File: src/kmcd_pkg.sv
package kmcd_pkg;

    localparam int ROWS    = 8;
    localparam int COLUMNS = 8;

    localparam int COL_W  = 8;
    localparam int ROW_W  = 3;
    localparam int SLOTS  = 2 * ROWS;
    localparam int SLOT_W = (SLOTS > 1) ? $clog2(SLOTS) : 1;

    localparam logic [COL_W-1:0] COL_MASK = COL_W'((1 << COLUMNS) - 1);

    typedef struct packed {
        logic             half;
        logic [ROW_W-1:0] row_number;
        logic [COL_W-1:0] column_bits;
    } item_t;

    typedef struct packed {
        logic             event_half;
        logic [ROW_W-1:0] event_row;
        logic [2:0]       event_column;
        logic             pressed;
        logic             last;
    } event_t;

    // Row comparison handed from the store to the shifter.
    typedef struct packed {
        logic             load;
        logic             half;
        logic [ROW_W-1:0] row;
        logic [COL_W-1:0] diff;
        logic [COL_W-1:0] bits;
    } load_t;

endpackage

File: src/kmcd_row_store.sv
module kmcd_row_store (
    input  logic            clk,
    input  logic            rst_n,
    input  logic            write,
    input  kmcd_pkg::item_t item,
    output kmcd_pkg::load_t ld
);
    import kmcd_pkg::*;

    logic [COL_W-1:0]  rows_reg [SLOTS];
    logic [SLOT_W-1:0] slot;
    logic              in_range;
    logic [COL_W-1:0]  bits;

    assign in_range = (32'(item.row_number) < ROWS);
    assign slot     = SLOT_W'(32'(item.half) * ROWS + 32'(item.row_number));
    assign bits     = item.column_bits & COL_MASK;

    always_comb
    begin
        ld.load = write && in_range;
        ld.half = item.half;
        ld.row  = item.row_number;
        ld.bits = bits;
        ld.diff = in_range ? (rows_reg[slot] ^ bits) : '0;
    end

    always_ff @(posedge clk or negedge rst_n)
    begin
        if (!rst_n)
        begin
            for (int i = 0; i < SLOTS; i++)
            begin
                rows_reg[i] <= '0;
            end
        end
        else if (write && in_range)
        begin
            rows_reg[slot] <= bits;
        end
    end

endmodule

File: src/kmcd_event_shifter.sv
module kmcd_event_shifter (
    input  logic             clk,
    input  logic             rst_n,
    input  kmcd_pkg::load_t  ld,
    output logic             busy,
    output logic             out_valid,
    input  logic             out_stall,
    output kmcd_pkg::event_t out_data
);
    import kmcd_pkg::*;

    logic [COL_W-1:0] diff_reg;
    logic [COL_W-1:0] bits_reg;
    logic [2:0]       col_reg;
    logic             half_reg;
    logic [ROW_W-1:0] row_reg;
    logic             valid_reg;
    event_t           data_reg;
    logic             adv;
    logic             emit;

    assign busy = (diff_reg != '0);
    // a zero bit shifts out freely; a set bit needs room in the output register
    assign adv  = busy && (!diff_reg[0] || !valid_reg || !out_stall);
    assign emit = adv && diff_reg[0];

    always_ff @(posedge clk or negedge rst_n)
    begin
        if (!rst_n)
        begin
            diff_reg  <= '0;
            valid_reg <= 1'b0;
        end
        else
        begin
            if (ld.load)
            begin
                diff_reg <= ld.diff;
            end
            else if (adv)
            begin
                diff_reg <= diff_reg >> 1;
            end

            if (emit)
            begin
                valid_reg <= 1'b1;
            end
            else if (!out_stall)
            begin
                valid_reg <= 1'b0;
            end
        end
    end

    always_ff @(posedge clk)
    begin
        if (ld.load)
        begin
            bits_reg <= ld.bits;
            col_reg  <= '0;
            half_reg <= ld.half;
            row_reg  <= ld.row;
        end
        else if (adv)
        begin
            bits_reg <= bits_reg >> 1;
            col_reg  <= col_reg + 3'd1;
        end

        if (emit)
        begin
            data_reg.event_half   <= half_reg;
            data_reg.event_row    <= row_reg;
            data_reg.event_column <= col_reg;
            data_reg.pressed      <= bits_reg[0];
            data_reg.last         <= ((diff_reg >> 1) == '0);
        end
    end

    assign out_valid = valid_reg;
    assign out_data  = data_reg;

endmodule

File: src/key_matrix_change_detector.sv
// Keyboard matrix change detector. Each input transaction is one scanned row; the
// block compares it with the stored state of that row (cleared at reset, all keys
// released) and emits one event per changed column, lowest column first, with last
// set on the final one. A row is accepted only while no walk is pending; a shift register then
// walks the difference one column per cycle unless out_stall holds it, and stops after the
// highest changed column, so an unchanged row starts no walk. in_stall is held while that
// shift register still holds changed columns, and out_stall holds the walk only when the
// next column has an event to deliver.
module key_matrix_change_detector (
    input  logic             clk,
    input  logic             rst_n,
    input  logic             in_valid,
    output logic             in_stall,
    input  kmcd_pkg::item_t  in_data,
    output logic             out_valid,
    input  logic             out_stall,
    output kmcd_pkg::event_t out_data
);
    import kmcd_pkg::*;

    load_t ld;
    logic  busy;
    logic  in_take;

    assign in_stall = busy;
    assign in_take  = in_valid && !busy;

    kmcd_row_store u_store (
        .clk   (clk),
        .rst_n (rst_n),
        .write (in_take),
        .item  (in_data),
        .ld    (ld)
    );

    kmcd_event_shifter u_shift (
        .clk       (clk),
        .rst_n     (rst_n),
        .ld        (ld),
        .busy      (busy),
        .out_valid (out_valid),
        .out_stall (out_stall),
        .out_data  (out_data)
    );

    // an event that is not the last one leaves changed columns still to walk
    a_run_open: assert property (@(posedge clk) disable iff (!rst_n)
        out_valid && !out_data.last |-> busy)
        else $error("non-last event pending with no columns left");

    a_col_range: assert property (@(posedge clk) disable iff (!rst_n)
        out_valid |-> (32'(out_data.event_column) < COLUMNS))
        else $error("event column beyond matrix");

    // a row that differs from the store must start a walk
    a_load_busy: assert property (@(posedge clk) disable iff (!rst_n)
        in_take && ld.load && (ld.diff != '0) |=> busy)
        else $error("changed row did not start a walk");

endmodule
File: config.mk
export PLATFORM = sky130hd
export DESIGN_NAME = key_matrix_change_detector
export DESIGN_NICKNAME = d
export VERILOG_FILES = /design/src/kmcd_pkg.sv /design/src/kmcd_row_store.sv /design/src/kmcd_event_shifter.sv /design/src/key_matrix_change_detector.sv
export SDC_FILE = /design/constraint.sdc
export NUM_CORES = 1
export LEC_CHECK = 0
export BUFFER_PORTS_ARGS = -buffer_cell sky130_fd_sc_hd__buf_2
export CORE_UTILIZATION = 45
export CTS_CLUSTER_SIZE = 25
export DETAILED_ROUTE_END_ITERATION = 10
export PLACE_DENSITY = 0.59
export SLEW_MARGIN = 40
export SYNTH_ARGS = -nofsm -noshare
export SYNTH_HDL_FRONTEND = slang
export SYNTH_SLANG_ARGS = --single-unit
File: constraint.sdc
create_clock -name clk -period 6.45 [get_ports clk]
set_input_delay 1.6125 -clock clk [delete_from_list [all_inputs] [get_ports clk]]
set_output_delay 1.6125 -clock clk [all_outputs]
set_load 0.02 [all_outputs]
# Word level (Yosys, flattened, before mapping)
# Cells that the tools add are included.
# totals
reg_bits	161
in_bits	16
out_inout_bits	11
elab_cells	59
# classes
addsub	2
order_cmp	2
n_eq_ne	1
n_mux	12
n_bitwise	2
n_reduce_logical	13
# ops
cell	count
$bwmux 128	1
$mux 8	7
$bmux 8 s4	1
$demux 8 s4	1
$logic_not 8->1	1
$reduce_bool 8->1	1
$xor 8x8->8	1
$ge 5x5->1 const B	1
$lt 5x1->1 const B	1
$not 4->5	1
$add 4x3->4	1
$logic_and 1x1->1	4
$logic_not 1->1	4
$add 3x1->3 const B	1
$logic_or 1x1->1	2
$mux 1	2
$ne 2x1->1 const B	1
$reduce_bool 2->1	1

# Depth between registers and ports, before layout
# depth
depth_word	7
ltp_mapped	7
mapped_depth_nobuf	7

# Hierarchy
# From an unflattened synthesis, not the netlist that was laid out.
# unflattened
hier_cells	479
hier_area_um2	7624.8
# by_module_without_submodules
mod	n_inst	cells_per_inst	area_each_um2	seq_area_each_um2
kmcd_row_store	1	384	6243.5	3203.1
kmcd_event_shifter	1	94	1367.6	915.9
key_matrix_change_detector	1	1	13.8	0.0

# Worst setup path before layout
# Ideal clock, no wire load.
# synth_timing
path_kind	input -> register
start	in in_data[8] (netlist name)
end	reg u_shift.diff_reg[7]
setup_ns	0.137
arrival_time_ns	3.210
t_required_ns	6.313
path_slack_ns	3.103
stages	6
path_buffers	2
cell_sequence	buf_2 buf_2 mux4_2 a221oi_1 xor2_1 o22ai_1
# synth_via
elab_chain_cells	7
# synth_lines
item	line	text
start, declared	key_matrix_change_detector.sv:14	input kmcd_pkg::item_t in_data,
$add 4x3->4	kmcd_row_store.sv:16	assign slot = SLOT_W'(32'(item.half) * ROWS + 32'(item.row_number));
$not 4->5 (not written as such)	kmcd_row_store.sv:25	ld.diff = in_range ? (rows_reg[slot] ^ bits) : '0;
$bmux 8 s4	kmcd_row_store.sv:25	
$mux 8 (not written as such) (2 in series)	kmcd_row_store.sv:25	
$xor 8x8->8	kmcd_row_store.sv:25	
$mux 8	kmcd_event_shifter.sv:36	if (ld.load)
end signal, assigned	kmcd_event_shifter.sv:38	diff_reg <= ld.diff;
end signal, assigned	kmcd_event_shifter.sv:42	diff_reg <= diff_reg >> 1;
end, declared	kmcd_event_shifter.sv:12	logic [COL_W-1:0] diff_reg;
# No other way between the ends. The select of a mux whose other input is x is not followed.
# A chain may end at the register's enable or synchronous reset.

# Final worst setup path
# layout_timing
start	in in_valid
end	reg u_store.rows_reg[75] (netlist name)
# layout_via
elab_chain_cells	1
# layout_lines
item	line	text
start, declared	key_matrix_change_detector.sv:12	input logic in_valid,
$logic_and 1x1->1	key_matrix_change_detector.sv:26	assign in_take = in_valid && !busy;
end signal, assigned by index	kmcd_row_store.sv:39	rows_reg[slot] <= bits;
end, declared	kmcd_row_store.sv:10	logic [COL_W-1:0] rows_reg [SLOTS];
# No other way between the ends.

==> qor.csv <==
stage;metric;value;unit
job;MaxCap Viol Count;0;
floorplanning;Core Area;15400;sq um
cts;latest clock arrival within the worst-skew pair;0.43;ns
outcome;status;complete, no violations;
global_route;total track usage;0.214;
cts;post-CTS sizing;0;
global_route;largest net degree at the start of global routing;77;
yosys;syn avg cell area;15.1;sq um
route;total wire length;15800;microns
finish;Layout area overhead;13.3;%
pwr;Pwr Density;462;nW/um^2
yosys;Mapped Area;7150;sq um
cts;CTS tree;done;
finish;# fillers;1279;
hold_path;worst min-delay path class;flip-flop to flip-flop;
route;WL per Instance;22.1;microns
cts;root buffer cell;clkbuf_16;
yosys;sequential share of the synthesized area;0.576;
yosys;#FFs+latches synth;161;
floorplanning;Die W;128;microns
yosys;async set-reset flop share out of synthesis;0.851;
route;Via density;5.75;
floorplanning;Initial Util;0.465;
yosys;Yosys cell types;41;
floorplanning;total die area;16400;sq um
sta;final worst setup slack;2.47;ns
worst_setup_path;crit-path max FO;16;
finish;storage element area;4120;sq um
yosys;post-synthesis instance total;475;
sta;Clock Skew;0.00737;ns
sta;Final Hold Fails;0;
yosys;Synth Warn #;0;
cts;hold_buf cts;0;
sta;Max Freq;251;MHz
worst_setup_path;crit end category;flip-flop;
sta;Slew Viols, Final;0;
sta;Slew HR;0.440;
yosys;main flop type after synthesis;dfrtp_1;
route;TritonRoute pass-1 iters;5;
worst_setup_path;Critical Path RT;6.76;ns
route;DR iter-0 viols;238;
yosys;Synth Net Count;492;
floorplanning;row cnt;45;
worst_setup_path;CP Launch Type;primary input;
yosys;synth top area cells;dfrtp_1 48%, mux2_2 20%, mux4_2 10%, edfxtp_1 8.8%, nand2_1 1.8%;
sta;Sum Neg Setup Slack;0;ns
sta;Worst-Margin Slew;0.838;ns
global_route;global-route wire length before repair;25300;microns
yosys;cell taking the most area after synthesis;dfrtp_1;
route;ANT nets after route;0;
sta;setup violators final;0;
route;DR vias;4109;
placed_design;number of port buffers;26;
yosys;top cell type's share of synthesized area;0.479;
floorplanning;io pins;27;
global_route;initial antenna violation count;0;
floorplanning;die height;128;microns
placed_design;HPWL Detailed;10100;microns
global_route;number of global-route vias before repair;4272;
sta;unrepaired setup endpoints after global routing;no;
worst_setup_path;R2R Setup Slk;2.94;ns
worst_setup_path;crit path kind;primary input to flip-flop;
global_route;global route total overflow;0;
cts;post-CTS setup buffers;0;
finish;Largest register FFs;128;
placed_design;GPL Wtd Cong;0.858;
pwr;Leakage Power;3.68;nW
cts;Clock Pin Slew Worst Setup and Hold Paths;0.06;ns
cts;CTS Buf Count;17;
pwr;Worst VDD drop;0.207;mV
placed_design;dpl ws;2.08;ns
route;DRC;0;
finish;layout cells sized above 1;0.466;
cts;clk buf depth;2;
sta;crit share post-route;0.617;
finish;area of the multi-input gates;2910;sq um
worst_setup_path;crit path DAT;4.28;ns
cts;# H-tree levels;4;
finish;nets;508;
cts;CTS sink count;161;
yosys;EDFF count, synth;21;
sta;Final Critical Period;3.98;ns
finish;antenna diode count;0;
kinds of logic (layout without fill, tap and decap cells):
kind of cell             Yosys count  count (layout)  synth area share
AO/OA/AOI/OAI                     31              31            0.0311
XOR/XNOR                           9               9            0.0110
adder cells (fa/ha/maj)            1               1           0.00175
buffers and inverters             37              66            0.0199
flip-flops                       161             161             0.576
multiplexers                     165             165             0.309
AND/OR/NAND/NOR                   71              71            0.0511
critical path, stage by stage:
cell and delay, ns:
buf_2 0.10, inv_1 0.09, nor3_4 0.31, nand2_1 0.42
inv_1 0.60, nand2_2 0.22, nor3b_4 0.51, mux2_2 0.40
placed cells by master (no fill, tap or decap), drive strengths merged, types with 4 or more instances in the layout:
| cell type | instances |
|---|---|
| mux2i | 5 |
| clkinv | 4 |
| nor2 | 13 |
| edfxtp | 21 |
| a22oi | 12 |
| nand2 | 35 |
| mux2 | 128 |
| mux4 | 32 |
| clkbuf | 22 |
| buf | 30 |
| xnor2 | 6 |
| bufinv | 4 |
| dfrtp | 137 |
| inv | 4 |
| nand3 | 5 |
| o21ai | 8 |
final timing paths:
| check | startpoint | cells after the start | to |
|---|---|---|---|
| max | in_valid | 8 | u_store.rows_reg[75] |
| max reg2reg | u_shift.diff_reg[4] | 7 | u_store.rows_reg[75] |
| max in group asynchronous | rst_n | 2 | u_store.rows_reg[48] |
| min reg2reg | u_shift.bits_reg[0] | 0 | u_shift.out_data[1] |
| min in group asynchronous | rst_n | 1 | u_store.rows_reg[76] |
| min | u_shift.bits_reg[0] | 0 | u_shift.out_data[1] |
cell usage after synthesis (all sizes together) (4+ instances only):
master / n
a22oi: 12
buf: 8
clkbuf: 25
dfrtp: 137
edfxtp: 21
inv: 4
mux2: 128
mux2i: 5
mux4: 32
nand2: 35
nand3: 5
nor2: 13
o21ai: 8
xnor2: 6
report_power, final:
group	leakage (nW)	total [mW]	internal, mW	switching [mW]
Sequential	2.07	1.73	1.51	0.226
Clock	0.300	1.07	0.667	0.400
Combinational	1.30	0.950	0.539	0.411
Total	3.68	3.75	2.71	1.04
metrics by stage:
stage	instance area (sq um)	std cells	hold slack [ns]	util	total power, mW
global placement	7460	683	0.402	0.485	2.65
finish	8110	715	0.425	0.527	3.75
global route	8110	715	0.433	0.527	3.95
detailed placement	7480	683	0.415	0.487	2.70
floorplan	7150	475	0.400	-	2.42
CTS	8100	715	0.430	0.527	3.77
area by class of cell:
class,count,area share
clock buffer,22,0.0573
clock inverter,10,0.0196
inverter,4,0.00185
multi-input combinational,277,0.359
sequential,161,0.508
tap,211,0.0326
timing repair buffer,30,0.0213
layer usage:
| metal | track usage | wire, microns | share of wire | up-vias |
|---|---|---|---|---|
| li1 | - | - | - | 1796 |
| met1 | 0.303 | 7390 | 0.47 | 2187 |
| met2 | 0.319 | 7320 | 0.46 | 108 |
| met3 | 0.0467 | 848 | 0.054 | 18 |
| met4 | 0.0934 | 245 | 0.016 | 0 |
| met5 | 0 | 0 | 0 | - |
No activity file was read; power rests on OpenSTA's default activity.
